<file path="config.mk">
export PLATFORM = sky130hd
export DESIGN_NAME = minimum_image_wrap_core
export DESIGN_NICKNAME = d
export VERILOG_FILES = /design/src/rtl/core/mimw_pkg.sv /design/src/rtl/core/mimw_front.sv /design/src/rtl/core/mimw_queue.sv /design/src/rtl/core/mimw_back.sv /design/src/rtl/core/minimum_image_wrap_core.sv
export SDC_FILE = /design/constraint.sdc
export NUM_CORES = 2
export LEC_CHECK = 0
export ABC_AREA = 0
export ABC_CLOCK_PERIOD_IN_PS = 20100
export BUFFER_PORTS_ARGS = -buffer_cell sky130_fd_sc_hd__clkbuf_2
export CAP_MARGIN = 25
export CELL_PAD_IN_SITES_DETAIL_PLACEMENT = 1
export CELL_PAD_IN_SITES_GLOBAL_PLACEMENT = 1
export CORE_MARGIN = 5
export CORE_UTILIZATION = 54
export CTS_CLUSTER_SIZE = 40
export DETAILED_ROUTE_END_ITERATION = 10
export PLACE_DENSITY_LB_ADDON = 0.1
export SLEW_MARGIN = 20
export SYNTH_ARGS = -nofsm -noshare
export SYNTH_HDL_FRONTEND = slang
export SYNTH_SLANG_ARGS = --single-unit
</file>
<file path="constraint.sdc">
create_clock -name clk -period 20.1 [get_ports clk]
set_input_delay 1.005 -clock clk [delete_from_list [all_inputs] [get_ports clk]]
set_output_delay 1.005 -clock clk [all_outputs]
set_load 0.1 [all_outputs]
</file>
<file path="src/rtl/core/mimw_pkg.sv">
package mimw_pkg;

    // Number format and fold limit.
    localparam int FRAC_BITS = 16;
    localparam int MAX_FOLDS = 4;

    // Field widths.
    localparam int COORD_W = 32;
    localparam int LEN_W   = 31;
    localparam int DIFF_W  = COORD_W + 1;

    // The x accumulator collects the initial difference plus up to 2*MAX_FOLDS
    // folds per axis, each at most 2^31 in magnitude.
    localparam int ACC_W = COORD_W + $clog2(6 * MAX_FOLDS + 2) + 1;

    localparam int FOLD_CNT_W = $clog2(MAX_FOLDS + 1);

    // Queue between the front and the back.
    localparam int QUEUE_DEPTH = 2;
    localparam int QPTR_W      = $clog2(QUEUE_DEPTH);
    localparam int QCNT_W      = $clog2(QUEUE_DEPTH + 1);

    // Configuration port.
    localparam int CFG_DATA_W = 32;
    localparam int REG_IDX_W  = 3;

    typedef logic [REG_IDX_W-1:0] reg_idx_t;

    localparam reg_idx_t REG_TILTED_BOX = 3'd0;
    localparam reg_idx_t REG_BOX_LEN_X  = 3'd1;
    localparam reg_idx_t REG_BOX_LEN_Y  = 3'd2;
    localparam reg_idx_t REG_BOX_LEN_Z  = 3'd3;
    localparam reg_idx_t REG_TILT_XY    = 3'd4;
    localparam reg_idx_t REG_TILT_XZ    = 3'd5;
    localparam reg_idx_t REG_TILT_YZ    = 3'd6;

    // One classified item: the reference and the raw difference.
    typedef struct packed {
        logic signed [COORD_W-1:0] ref_x;
        logic signed [COORD_W-1:0] ref_y;
        logic signed [COORD_W-1:0] ref_z;
        logic signed [DIFF_W-1:0]  dx;
        logic signed [DIFF_W-1:0]  dy;
        logic signed [DIFF_W-1:0]  dz;
    } item_t;

    // Box seen by the fold engine; tilts are already zero in orthogonal mode.
    typedef struct packed {
        logic [LEN_W-1:0]          len_x;
        logic [LEN_W-1:0]          len_y;
        logic [LEN_W-1:0]          len_z;
        logic signed [COORD_W-1:0] t_xy;
        logic signed [COORD_W-1:0] t_xz;
        logic signed [COORD_W-1:0] t_yz;
    } box_cfg_t;

    // Handshake between the front and the queue.
    typedef struct packed {
        logic  wr_en;
        item_t item;
    } queue_wr_t;

    typedef enum logic [1:0] {
        ST_IDLE,
        ST_FOLD,
        ST_DONE
    } back_state_t;

    typedef enum logic [2:0] {
        PH_Z_UP,
        PH_Z_DN,
        PH_Y_UP,
        PH_Y_DN,
        PH_X_UP,
        PH_X_DN
    } phase_t;

endpackage

</file>
<file path="src/rtl/core/mimw_front.sv">
module mimw_front (
    input  logic                           push,
    output logic                           full,
    input  logic signed [31:0]             pos_x,
    input  logic signed [31:0]             pos_y,
    input  logic signed [31:0]             pos_z,
    input  logic signed [31:0]             ref_x,
    input  logic signed [31:0]             ref_y,
    input  logic signed [31:0]             ref_z,
    input  logic                           q_full,
    output mimw_pkg::queue_wr_t            q_wr
);
    import mimw_pkg::*;

    // A transfer happens whenever push is high and the queue has room.
    assign full     = q_full;
    assign q_wr.wr_en = push & ~q_full;

    // Keep the reference and form the exact difference.
    assign q_wr.item.ref_x = ref_x;
    assign q_wr.item.ref_y = ref_y;
    assign q_wr.item.ref_z = ref_z;
    assign q_wr.item.dx = {pos_x[COORD_W-1], pos_x} - {ref_x[COORD_W-1], ref_x};
    assign q_wr.item.dy = {pos_y[COORD_W-1], pos_y} - {ref_y[COORD_W-1], ref_y};
    assign q_wr.item.dz = {pos_z[COORD_W-1], pos_z} - {ref_z[COORD_W-1], ref_z};

endmodule

</file>
<file path="src/rtl/core/mimw_queue.sv">
module mimw_queue (
    input  logic                clk,
    input  logic                rst_n,
    input  mimw_pkg::queue_wr_t wr,
    output logic                q_full,
    input  logic                rd_en,
    output mimw_pkg::item_t     rd_item,
    output logic                not_empty
);
    import mimw_pkg::*;

    item_t             entries_reg [QUEUE_DEPTH];
    logic [QPTR_W-1:0] wr_ptr_reg, wr_ptr_next;
    logic [QPTR_W-1:0] rd_ptr_reg, rd_ptr_next;
    logic [QCNT_W-1:0] count_reg, count_next;
    logic              do_wr;
    logic              do_rd;

    assign q_full    = (count_reg == QCNT_W'(QUEUE_DEPTH));
    assign not_empty = (count_reg != '0);
    assign rd_item   = entries_reg[rd_ptr_reg];

    assign do_wr = wr.wr_en & ~q_full;
    assign do_rd = rd_en & not_empty;

    // Pointer and fill count update.
    always_comb
    begin
        wr_ptr_next = wr_ptr_reg;
        rd_ptr_next = rd_ptr_reg;
        count_next  = count_reg;
        if (do_wr)
        begin
            wr_ptr_next = (wr_ptr_reg == QPTR_W'(QUEUE_DEPTH - 1)) ? '0 : wr_ptr_reg + 1'b1;
        end
        if (do_rd)
        begin
            rd_ptr_next = (rd_ptr_reg == QPTR_W'(QUEUE_DEPTH - 1)) ? '0 : rd_ptr_reg + 1'b1;
        end
        if (do_wr && !do_rd)
        begin
            count_next = count_reg + 1'b1;
        end
        else if (do_rd && !do_wr)
        begin
            count_next = count_reg - 1'b1;
        end
    end

    always_ff @(posedge clk or negedge rst_n)
    begin
        if (!rst_n)
        begin
            wr_ptr_reg <= '0;
            rd_ptr_reg <= '0;
            count_reg  <= '0;
        end
        else
        begin
            wr_ptr_reg <= wr_ptr_next;
            rd_ptr_reg <= rd_ptr_next;
            count_reg  <= count_next;
        end
    end

    // Entry storage needs no reset.
    always_ff @(posedge clk)
    begin
        if (do_wr)
        begin
            entries_reg[wr_ptr_reg] <= wr.item;
        end
    end

endmodule

</file>
<file path="src/rtl/core/mimw_back.sv">
module mimw_back (
    input  logic                   clk,
    input  logic                   rst_n,
    input  mimw_pkg::box_cfg_t     box,
    input  logic                   q_not_empty,
    input  mimw_pkg::item_t        q_item,
    output logic                   q_rd_en,
    output logic                   empty,
    input  logic                   pop,
    output logic signed [31:0]     wrapped_x,
    output logic signed [31:0]     wrapped_y,
    output logic signed [31:0]     wrapped_z,
    output logic                   not_settled
);
    import mimw_pkg::*;

    back_state_t               state_reg, state_next;
    phase_t                    phase_reg, phase_next;
    logic [FOLD_CNT_W-1:0]     cnt_reg, cnt_next;
    logic                      bad_reg, bad_next;
    logic signed [COORD_W-1:0] rx_reg, rx_next;
    logic signed [COORD_W-1:0] ry_reg, ry_next;
    logic signed [COORD_W-1:0] rz_reg, rz_next;
    logic signed [ACC_W-1:0]   ax_reg, ax_next;
    logic signed [ACC_W-1:0]   ay_reg, ay_next;
    logic signed [ACC_W-1:0]   az_reg, az_next;
    logic                      out_valid_reg, out_valid_next;
    logic signed [COORD_W-1:0] wx_reg, wx_next;
    logic signed [COORD_W-1:0] wy_reg, wy_next;
    logic signed [COORD_W-1:0] wz_reg, wz_next;
    logic                      ns_reg, ns_next;

    logic signed [ACC_W-1:0]   cur;
    logic [LEN_W-1:0]          len;
    logic signed [COORD_W-1:0] ta;
    logic signed [COORD_W-1:0] tb;
    logic                      going_up;
    logic signed [ACC_W:0]     cur_dbl;
    logic signed [ACC_W:0]     len_ext;
    logic                      cond;
    logic signed [ACC_W-1:0]   step_main;
    logic signed [ACC_W-1:0]   step_a;
    logic signed [ACC_W-1:0]   step_b;
    logic signed [ACC_W-1:0]   main_new;
    logic signed [ACC_W-1:0]   x_new;
    logic signed [ACC_W-1:0]   y_new;

    // Saturate reference plus folded difference to the coordinate range.
    function automatic logic signed [COORD_W-1:0] sat_sum(
        input logic signed [COORD_W-1:0] r,
        input logic signed [ACC_W-1:0]   d
    );
        logic signed [ACC_W:0] s;
        begin
            s = {{(ACC_W + 1 - COORD_W){r[COORD_W-1]}}, r} + {d[ACC_W-1], d};
            if (s > $signed({{(ACC_W + 1 - COORD_W){1'b0}}, 1'b0, {(COORD_W - 1){1'b1}}}))
            begin
                sat_sum = {1'b0, {(COORD_W - 1){1'b1}}};
            end
            else if (s < $signed({{(ACC_W + 1 - COORD_W){1'b1}}, 1'b1, {(COORD_W - 1){1'b0}}}))
            begin
                sat_sum = {1'b1, {(COORD_W - 1){1'b0}}};
            end
            else
            begin
                sat_sum = s[COORD_W-1:0];
            end
        end
    endfunction

    // Pick the axis under work and its carried tilts.
    always_comb
    begin
        cur      = az_reg;
        len      = box.len_z;
        ta       = box.t_xz;
        tb       = box.t_yz;
        going_up = 1'b1;
        unique case (phase_reg)
            PH_Z_UP, PH_Z_DN:
            begin
                cur = az_reg;
                len = box.len_z;
                ta  = box.t_xz;
                tb  = box.t_yz;
            end
            PH_Y_UP, PH_Y_DN:
            begin
                cur = ay_reg;
                len = box.len_y;
                ta  = box.t_xy;
                tb  = '0;
            end
            PH_X_UP, PH_X_DN:
            begin
                cur = ax_reg;
                len = box.len_x;
                ta  = '0;
                tb  = '0;
            end
            default:
            begin
                cur = az_reg;
            end
        endcase
        going_up = (phase_reg == PH_Z_UP) || (phase_reg == PH_Y_UP) || (phase_reg == PH_X_UP);
    end

    // Half-box tests done exactly on the doubled value.
    assign cur_dbl = {cur, 1'b0};
    assign len_ext = $signed({{(ACC_W + 1 - LEN_W){1'b0}}, len});
    assign cond    = going_up ? (cur_dbl >= len_ext) : (cur_dbl < -len_ext);

    // One fold: move the axis by a box length and the lower axes by the tilts.
    assign step_main = $signed({{(ACC_W - LEN_W){1'b0}}, len});
    assign step_a    = {{(ACC_W - COORD_W){ta[COORD_W-1]}}, ta};
    assign step_b    = {{(ACC_W - COORD_W){tb[COORD_W-1]}}, tb};
    assign main_new  = going_up ? cur - step_main : cur + step_main;
    assign x_new     = going_up ? ax_reg - step_a : ax_reg + step_a;
    assign y_new     = going_up ? ay_reg - step_b : ay_reg + step_b;

    // Sequencer and output register.
    always_comb
    begin
        state_next     = state_reg;
        phase_next     = phase_reg;
        cnt_next       = cnt_reg;
        bad_next       = bad_reg;
        rx_next        = rx_reg;
        ry_next        = ry_reg;
        rz_next        = rz_reg;
        ax_next        = ax_reg;
        ay_next        = ay_reg;
        az_next        = az_reg;
        out_valid_next = out_valid_reg;
        wx_next        = wx_reg;
        wy_next        = wy_reg;
        wz_next        = wz_reg;
        ns_next        = ns_reg;
        q_rd_en        = 1'b0;

        // A transfer on the result side frees the output register.
        if (pop && out_valid_reg)
        begin
            out_valid_next = 1'b0;
        end

        unique case (state_reg)
            ST_IDLE:
            begin
                if (q_not_empty)
                begin
                    q_rd_en    = 1'b1;
                    rx_next    = q_item.ref_x;
                    ry_next    = q_item.ref_y;
                    rz_next    = q_item.ref_z;
                    ax_next    = {{(ACC_W - DIFF_W){q_item.dx[DIFF_W-1]}}, q_item.dx};
                    ay_next    = {{(ACC_W - DIFF_W){q_item.dy[DIFF_W-1]}}, q_item.dy};
                    az_next    = {{(ACC_W - DIFF_W){q_item.dz[DIFF_W-1]}}, q_item.dz};
                    bad_next   = 1'b0;
                    cnt_next   = '0;
                    phase_next = PH_Z_UP;
                    state_next = ST_FOLD;
                end
            end
            ST_FOLD:
            begin
                if (cond && (cnt_reg != FOLD_CNT_W'(MAX_FOLDS)))
                begin
                    cnt_next = cnt_reg + 1'b1;
                    unique case (phase_reg)
                        PH_Z_UP, PH_Z_DN:
                        begin
                            az_next = main_new;
                            ax_next = x_new;
                            ay_next = y_new;
                        end
                        PH_Y_UP, PH_Y_DN:
                        begin
                            ay_next = main_new;
                            ax_next = x_new;
                        end
                        PH_X_UP, PH_X_DN:
                        begin
                            ax_next = main_new;
                        end
                        default:
                        begin
                            ax_next = ax_reg;
                        end
                    endcase
                end
                else
                begin
                    // Fold limit reached with the condition still true.
                    if (cond)
                    begin
                        bad_next = 1'b1;
                    end
                    cnt_next = '0;
                    unique case (phase_reg)
                        PH_Z_UP: phase_next = PH_Z_DN;
                        PH_Z_DN: phase_next = PH_Y_UP;
                        PH_Y_UP: phase_next = PH_Y_DN;
                        PH_Y_DN: phase_next = PH_X_UP;
                        PH_X_UP: phase_next = PH_X_DN;
                        PH_X_DN: state_next = ST_DONE;
                        default: phase_next = PH_Z_UP;
                    endcase
                end
            end
            ST_DONE:
            begin
                if (!out_valid_reg || pop)
                begin
                    wx_next        = sat_sum(rx_reg, ax_reg);
                    wy_next        = sat_sum(ry_reg, ay_reg);
                    wz_next        = sat_sum(rz_reg, az_reg);
                    ns_next        = bad_reg;
                    out_valid_next = 1'b1;
                    state_next     = ST_IDLE;
                end
            end
            default:
            begin
                state_next = ST_IDLE;
            end
        endcase
    end

    always_ff @(posedge clk or negedge rst_n)
    begin
        if (!rst_n)
        begin
            state_reg     <= ST_IDLE;
            phase_reg     <= PH_Z_UP;
            cnt_reg       <= '0;
            out_valid_reg <= 1'b0;
        end
        else
        begin
            state_reg     <= state_next;
            phase_reg     <= phase_next;
            cnt_reg       <= cnt_next;
            out_valid_reg <= out_valid_next;
        end
    end

    // Datapath registers need no reset.
    always_ff @(posedge clk)
    begin
        bad_reg <= bad_next;
        rx_reg  <= rx_next;
        ry_reg  <= ry_next;
        rz_reg  <= rz_next;
        ax_reg  <= ax_next;
        ay_reg  <= ay_next;
        az_reg  <= az_next;
        wx_reg  <= wx_next;
        wy_reg  <= wy_next;
        wz_reg  <= wz_next;
        ns_reg  <= ns_next;
    end

    assign empty       = ~out_valid_reg;
    assign wrapped_x   = wx_reg;
    assign wrapped_y   = wy_reg;
    assign wrapped_z   = wz_reg;
    assign not_settled = ns_reg;

endmodule

</file>
<file path="src/rtl/core/minimum_image_wrap_core.sv">
// Items pass through the queue, the fold sequencer and the output register;
// an item needs from 0 to 6 * MAX_FOLDS folds. The fold sequencer takes one
// item at a time and does one fold or one axis-direction check per cycle; it
// holds a finished item while the output register is full and not popped.
// Reset: rst_n clears the queue, the sequencer and the output register at once;
// the box registers return to orthogonal mode, unit lengths and zero tilts.
module minimum_image_wrap_core (
    input  logic                   clk,
    input  logic                   rst_n,
    input  logic                   push,
    output logic                   full,
    input  logic signed [31:0]     pos_x,
    input  logic signed [31:0]     pos_y,
    input  logic signed [31:0]     pos_z,
    input  logic signed [31:0]     ref_x,
    input  logic signed [31:0]     ref_y,
    input  logic signed [31:0]     ref_z,
    output logic                   empty,
    input  logic                   pop,
    output logic signed [31:0]     wrapped_x,
    output logic signed [31:0]     wrapped_y,
    output logic signed [31:0]     wrapped_z,
    output logic                   not_settled,
    input  logic                   wr_en,
    input  mimw_pkg::reg_idx_t     wr_index,
    input  logic [mimw_pkg::CFG_DATA_W-1:0] wr_data
);
    import mimw_pkg::*;

    logic                      tilted_reg;
    logic [LEN_W-1:0]          len_x_reg;
    logic [LEN_W-1:0]          len_y_reg;
    logic [LEN_W-1:0]          len_z_reg;
    logic signed [COORD_W-1:0] tilt_xy_reg;
    logic signed [COORD_W-1:0] tilt_xz_reg;
    logic signed [COORD_W-1:0] tilt_yz_reg;

    box_cfg_t  box;
    queue_wr_t q_wr;
    logic      q_full;
    logic      q_rd_en;
    logic      q_not_empty;
    item_t     q_item;

    // Configuration registers.
    always_ff @(posedge clk or negedge rst_n)
    begin
        if (!rst_n)
        begin
            tilted_reg  <= 1'b0;
            len_x_reg   <= LEN_W'(1) << FRAC_BITS;
            len_y_reg   <= LEN_W'(1) << FRAC_BITS;
            len_z_reg   <= LEN_W'(1) << FRAC_BITS;
            tilt_xy_reg <= '0;
            tilt_xz_reg <= '0;
            tilt_yz_reg <= '0;
        end
        else if (wr_en)
        begin
            unique case (wr_index)
                REG_TILTED_BOX: tilted_reg  <= wr_data[0];
                REG_BOX_LEN_X:  len_x_reg   <= wr_data[LEN_W-1:0];
                REG_BOX_LEN_Y:  len_y_reg   <= wr_data[LEN_W-1:0];
                REG_BOX_LEN_Z:  len_z_reg   <= wr_data[LEN_W-1:0];
                REG_TILT_XY:    tilt_xy_reg <= $signed(wr_data[COORD_W-1:0]);
                REG_TILT_XZ:    tilt_xz_reg <= $signed(wr_data[COORD_W-1:0]);
                REG_TILT_YZ:    tilt_yz_reg <= $signed(wr_data[COORD_W-1:0]);
                default:        tilted_reg  <= tilted_reg;
            endcase
        end
    end

    // Orthogonal mode folds with all tilts taken as zero.
    assign box.len_x = len_x_reg;
    assign box.len_y = len_y_reg;
    assign box.len_z = len_z_reg;
    assign box.t_xy  = tilted_reg ? tilt_xy_reg : '0;
    assign box.t_xz  = tilted_reg ? tilt_xz_reg : '0;
    assign box.t_yz  = tilted_reg ? tilt_yz_reg : '0;

    mimw_front u_front (
        .push   (push),
        .full   (full),
        .pos_x  (pos_x),
        .pos_y  (pos_y),
        .pos_z  (pos_z),
        .ref_x  (ref_x),
        .ref_y  (ref_y),
        .ref_z  (ref_z),
        .q_full (q_full),
        .q_wr   (q_wr)
    );

    mimw_queue u_queue (
        .clk       (clk),
        .rst_n     (rst_n),
        .wr        (q_wr),
        .q_full    (q_full),
        .rd_en     (q_rd_en),
        .rd_item   (q_item),
        .not_empty (q_not_empty)
    );

    mimw_back u_back (
        .clk         (clk),
        .rst_n       (rst_n),
        .box         (box),
        .q_not_empty (q_not_empty),
        .q_item      (q_item),
        .q_rd_en     (q_rd_en),
        .empty       (empty),
        .pop         (pop),
        .wrapped_x   (wrapped_x),
        .wrapped_y   (wrapped_y),
        .wrapped_z   (wrapped_z),
        .not_settled (not_settled)
    );

endmodule
</file>
# Word level (Yosys, flattened, before mapping)
# Memories as Yosys holds them, arrays and structs flattened.
# Index checks and enable logic that the tools add are counted.
[op_classes]
add_sub_neg = 18
multipliers = 0
div = 0
magnitude_cmp = 8
n_eq_ne = 25
n_shift = 0
n_mux = 52
bitwise = 5
n_reduce_logical = 37
[op_table]
columns = ["cell", "count"]
rows = [
  ["38-bit case mux with 2 select lines", 6],
  ["38-bit 2-to-1 mux", 10],
  ["32-bit 2-to-1 mux", 7],
  ["32-bit by 38-bit adder with 39-bit output", 3],
  ["39-bit by 32-bit greater-than comparator with 1-bit output (second input constant)", 3],
  ["39-bit by 32-bit less-than comparator with 1-bit output (second input constant)", 3],
  ["38-bit by 32-bit adder with 38-bit output", 3],
  ["38-bit by 32-bit subtractor with 38-bit output", 3],
  ["32-bit by 32-bit subtractor with 33-bit output", 3],
  ["32-bit case mux with 2 select lines", 1],
  ["31-bit case mux with 2 select lines", 1],
  ["39-bit by 32-bit >= comparator with 1-bit output", 1],
  ["39-bit less-than comparator", 1],
  ["31-bit negator with 39-bit output", 1],
  ["4-bit AND reduction", 6],
  ["2-bit AND reduction", 10],
  ["3-bit case mux with 6 select lines", 1],
  ["3-bit == test (second input constant)", 5],
  ["1-bit 2-to-1 mux", 13],
  ["3-bit by 2-bit == test with 1-bit output (second input constant)", 4],
  ["2-bit 2-to-1 mux", 6],
  ["3-bit case mux with 2 select lines", 2],
  ["3-bit 2-to-1 mux", 3],
  ["3-bit != test (second input constant)", 3],
  ["other kinds (21)", 46],
]
[totals]
register_bits = 511
latch_bits = 0
mem_bits_rw = 390
rom_bits = 0
in_bits = 232
out_inout_bits = 99
mem_count = 1
[memory_table]
columns = ["memory", "words", "word_bits", "rd", "rd_clocked_by_memory_dff", "write_ports", "line_no", "text"]
rows = [
  ["u_queue.entries_reg", 2, 195, 1, 0, 1, "mimw_queue.sv:12", "item_t entries_reg [QUEUE_DEPTH];"],
]

# Logic depth before layout (Yosys ltp)
[depth]
ltp_word = 9
ltp_mapped = 32

# Cells and area by module
# From an unflattened synthesis, not the netlist that was laid out.
[unflattened]
cells_unflattened = 5606
hier_area_um2 = 59689.7
[modules_own_cells]
columns = ["module", "instances", "cells_per_inst", "area_per_inst_um2", "seq_area_each_um2"]
rows = [
  ["mimw_back", 1, 3594, 31071.0, 9474.1],
  ["mimw_queue", 1, 626, 14846.7, 11811.3],
  ["minimum_image_wrap_core", 1, 513, 7742.4, 4758.3],
  ["mimw_front", 1, 873, 6029.5, 0.0],
]

# Least setup slack after synthesis
# No wires, ideal clock.
[synth_timing]
path_kind = "input to register"
from = "input push"
to = "memory u_queue.entries_reg[0][0] (netlist bit) (enable)"
setup_ps = 753
arrival_time_ps = 9179
t_required_ps = 19347
path_slack_ps = 10168
path_stages = 2
path_cell_list = "nand2_1 nor2_1"
[synth_via]
elab_chain_cells = 4
[synth_lines]
columns = ["item", "line_no", "text"]
rows = [
  ["start, declared", "minimum_image_wrap_core.sv:10", "input logic push,"],
  ["1-bit AND", "mimw_front.sv:17", "assign q_wr.wr_en = push & ~q_full;"],
  ["1-bit AND", "mimw_queue.sv:23", "assign do_wr = wr.wr_en & ~q_full;"],
  ["1-bit 2-to-1 mux", "mimw_queue.sv:69", "if (do_wr)"],
  ["1-bit 2-to-1 mux (implied by the code)", "mimw_queue.sv:71", "entries_reg[wr_ptr_reg] <= wr.item;"],
  ["end, declared", "mimw_queue.sv:12", ""],
]
# No other way between the ends.

# Worst setup path after layout
[layout_timing]
from = "register u_back.phase_reg[2]"
to = "register u_back.ax_reg[12] (enable)"
[layout_via]
elab_chain_cells = 9
word_cells_on_any_way = 21
cone_classes = "1 x add/sub; 2 x order compare; 7 x eq/ne; 3 x mux; 8 x reduce/logical"
[layout_lines]
columns = ["item", "line_no", "text"]
rows = [
  ["start, declared", "mimw_back.sv:18", "phase_t phase_reg, phase_next;"],
  ["start signal, assigned", "mimw_back.sv:243", "phase_reg <= phase_next;"],
  ["3-bit == test (tied with other cells)", "mimw_back.sv:79, mimw_back.sv:171", ""],
  ["2-bit OR reduction, on equally long branches", "n/a", ""],
  ["31-bit case mux with 2 select lines", "mimw_back.sv:79", "unique case (phase_reg)"],
  ["31-bit negator with 39-bit output", "mimw_back.sv:112", "assign cond = going_up ? (cur_dbl >= len_ext) : (cur_dbl < -len_ext);"],
  ["39-bit less-than comparator", "mimw_back.sv:112", ""],
  ["1-bit 2-to-1 mux", "mimw_back.sv:112", ""],
  ["1-bit logical AND", "mimw_back.sv:168", "if (cond && (cnt_reg != FOLD_CNT_W'(MAX_FOLDS)))"],
  ["2-bit by 1-bit != test with 1-bit output (no source line)", "n/a", ""],
  ["4-bit AND reduction (no source line) *", "n/a", ""],
  ["end signal, assigned", "mimw_back.sv:256", "ax_reg <= ax_next;"],
  ["end, declared", "mimw_back.sv:24", "logic signed [ACC_W-1:0] ax_reg, ax_next;"],
]
# Mark *: on every way between the ends. The rest lies on a longest branch, timed or not.
# A chain may end at the register's enable or synchronous reset.

==> metrics <==
Worst slew margin 0.205; antenna violations before repair 7; max reg flops a little under 400; remaining antenna violation count after routing 0; die area 110,000 sq um; Syn. warnings 0; WL/cell 29.2 um; EDFF count, synth about 700; Post-synth ARST share 0.225; worst hold path type primary input to async pin; Worst Path Arrival between 8000 and 9000 ps; clock root cell clkbuf_16; Synth Cell Area 56,000 sq um; #FFs+latches synth about 900; worst slew pin tran 1180 ps; grt ovf 0; Port Buffers 330; Final Skew 32.6 ps; Core ar. 103,000 sq um; Syn Area/Cell 11.0 sq um; MaxCap Viol Count 0; fin. max-slew vios 0; number of global-route vias before repair between 40,000 and 50,000; gr usage total 0.350; latest clock arrival within the worst-skew pair about 700 ps; Data required, critical path 20,430 ps; post-CTS setup buffers 0; post-route setup TNS 0 ps; Starting DRT DRC Count 4,256; CTS tree built; Layout fillers 11,100; H-tree levels 3; utilization after layout 0.606; I/O Pins 331; nature of the critical path endpoint flip-flop; Clk pin slew, worst setup/hold paths 60 ps; largest family of logic cells by synthesized area compound AO/OA/AOI/OAI gates; post-layout net count 6,051; Compound-Gate Fraction of Synth Area 0.163; Synth Instances 5,109; synth cell count leaders 698 x edfxtp_1, 392 x ha_1, 380 x a21oi_1, 305 x nand2_1, 303 x mux2_2; critical-path maximum fanout 48; sequential fraction of the synthesis area 0.465; row count between 100 and 150; Die X-Extent 332 um; Post-Synth Simple-Gate Area 0.0933; Final Hold Fails 0; Setup Crit Path Kind flip-flop to flip-flop; top-count cell post-synth edfxtp_1; mux share of post-synthesis cell area 0.0987; final hold slack 283 ps; Synth top area share 0.374; RSZ-0062 raised after global routing no; main area contributors after synthesis edfxtp_1 37%, dfrtp_1 8.9%, ha_1 8.8%; Initial Util 0.542; Clock Tree Buf Depth 3; status complete, no violations; number of setup violations in the final report 0; first-pass GRT wire length 295,000 um; vias per cell 6.46; GPL Wtd Cong 0.979; DPL Wire Length approximately 150,000 um; post-layout minimum cycle time 8530 ps; Pre-antenna DRT Iters 6; fraction of layout cells with a size suffix above 1 0.165; Post-Syn Nets 5,742; Period Utilization, post-route 0.424; r2r setup slk roughly 12,000 ps; top cell type by total area after synthesis edfxtp_1; hold buffers post-CTS 0; Max Freq 117 MHz; post-synthesis xor/xnor area fraction 0.0600; Post-Route WL 201,000 um; via count 44,400; Adder-Cell Fraction of Synth Area 0.0907; Post-CTS Resized 0; Distinct cells, synth 90; cts bufs inserted 99; # clock sinks 901; Synth Flop Type edfxtp_1; DRC viols 0; largest net degree at the start of global routing between 100 and 150; Worst Setup Start Kind flip-flop; Layout area overhead 11.8%; Die H 332 um
[kinds of logic after synthesis]
kind of cell               count (synthesis)
AOI/OAI and AO/OA                       1411
and+or+nand+nor                         1078
DFF                                      901
muxes                                    514
buffers and inverters                    420
adders and majority gates                401
xor gates and xnor gates                 384
[stage by stage]
| stage | worst slack (ps) | instance area [sq um] | cells |
|---|---|---|---|
| floorplan | 10170 | 56000 | 5109 |
| global placement | 11990 | 59200 | 6694 |
| detailed placement | 11810 | 59200 | 6694 |
| CTS | 11700 | 62600 | 6878 |
| global route | 11060 | 62600 | 6881 |
| finish | 11570 | 62600 | 6882 |
[layout make-up]
class                           count  area (sq um)  share of cell area
Sequential cell                   901         26100               0.416
Inverter                          239           902              0.0144
Clock inverter                     68           719              0.0115
Antenna cell                        1          2.50           0.0000399
Multi-Input combinational cell   3788         28500               0.454
Tap cell                         1380          1730              0.0276
Timing Repair Buffer              389          2160              0.0344
Clock buffer                      116          2620              0.0419
[worst max-delay path: stages (launching register included)]
cell	delay (ps)
dfrtp_4	980
buf_4	670
mux2i_1	290
mux2i_1	190
a211oi_1	480
nor3b_1	720
nand3_1	500
nor3_1	460
nand3_1	190
xnor2_1	160
ha_1	320
nand4_1	100
nor4_1	550
o21ai_0	260
nor2_1	130
and3_1	160
a211o_1	170
nor3b_1	200
nor3_1	100
and2_4	190
or3_1	520
o21ai_4	200
buf_4	480
[placed cells by master, fill, tap and decap left out, drive strengths merged, types with 60 or more instances in the layout]
| cell type | instances |
|---|---|
| edfxtp | 698 |
| mux2 | 304 |
| nor2 | 274 |
| dfrtp | 200 |
| a211oi | 113 |
| xor2 | 142 |
| o21a | 64 |
| mux2i | 210 |
| inv | 244 |
| a21oi | 381 |
| nor3 | 60 |
| nand3 | 78 |
| o21ai | 286 |
| xnor2 | 242 |
| ha | 392 |
| nor2b | 96 |
| clkbuf | 446 |
| a21o | 198 |
| nand2 | 305 |
[layer usage]
metal | vias to the layer above | track usage | wire length, um
met1 | 22500 | 0.466 | 82400
met5 | - | 0 | 21
met3 | 395 | 0.0666 | 15600
met4 | 4 | 0.138 | 9260
li1 | 19800 | - | -
met2 | 1746 | 0.570 | 93600
[worst paths after layout]
check                                     from                   to  depth (start not counted)
hold / removal                           rst_n        len_x_reg[14]                          1
setup / recovery           u_back.phase_reg[2]    u_back.ax_reg[12]                         22
hold reg to reg                 u_back.bad_reg   u_back.not_settled                          0
max in group asynchronous                rst_n  u_back.phase_reg[2]                          4
min in group clk                u_back.bad_reg   u_back.not_settled                          0
setup reg to reg           u_back.phase_reg[2]    u_back.ax_reg[12]                         22
Power is not shown: default switching activity piles up to over one toggle a cycle in this logic, so the estimate is an artifact.
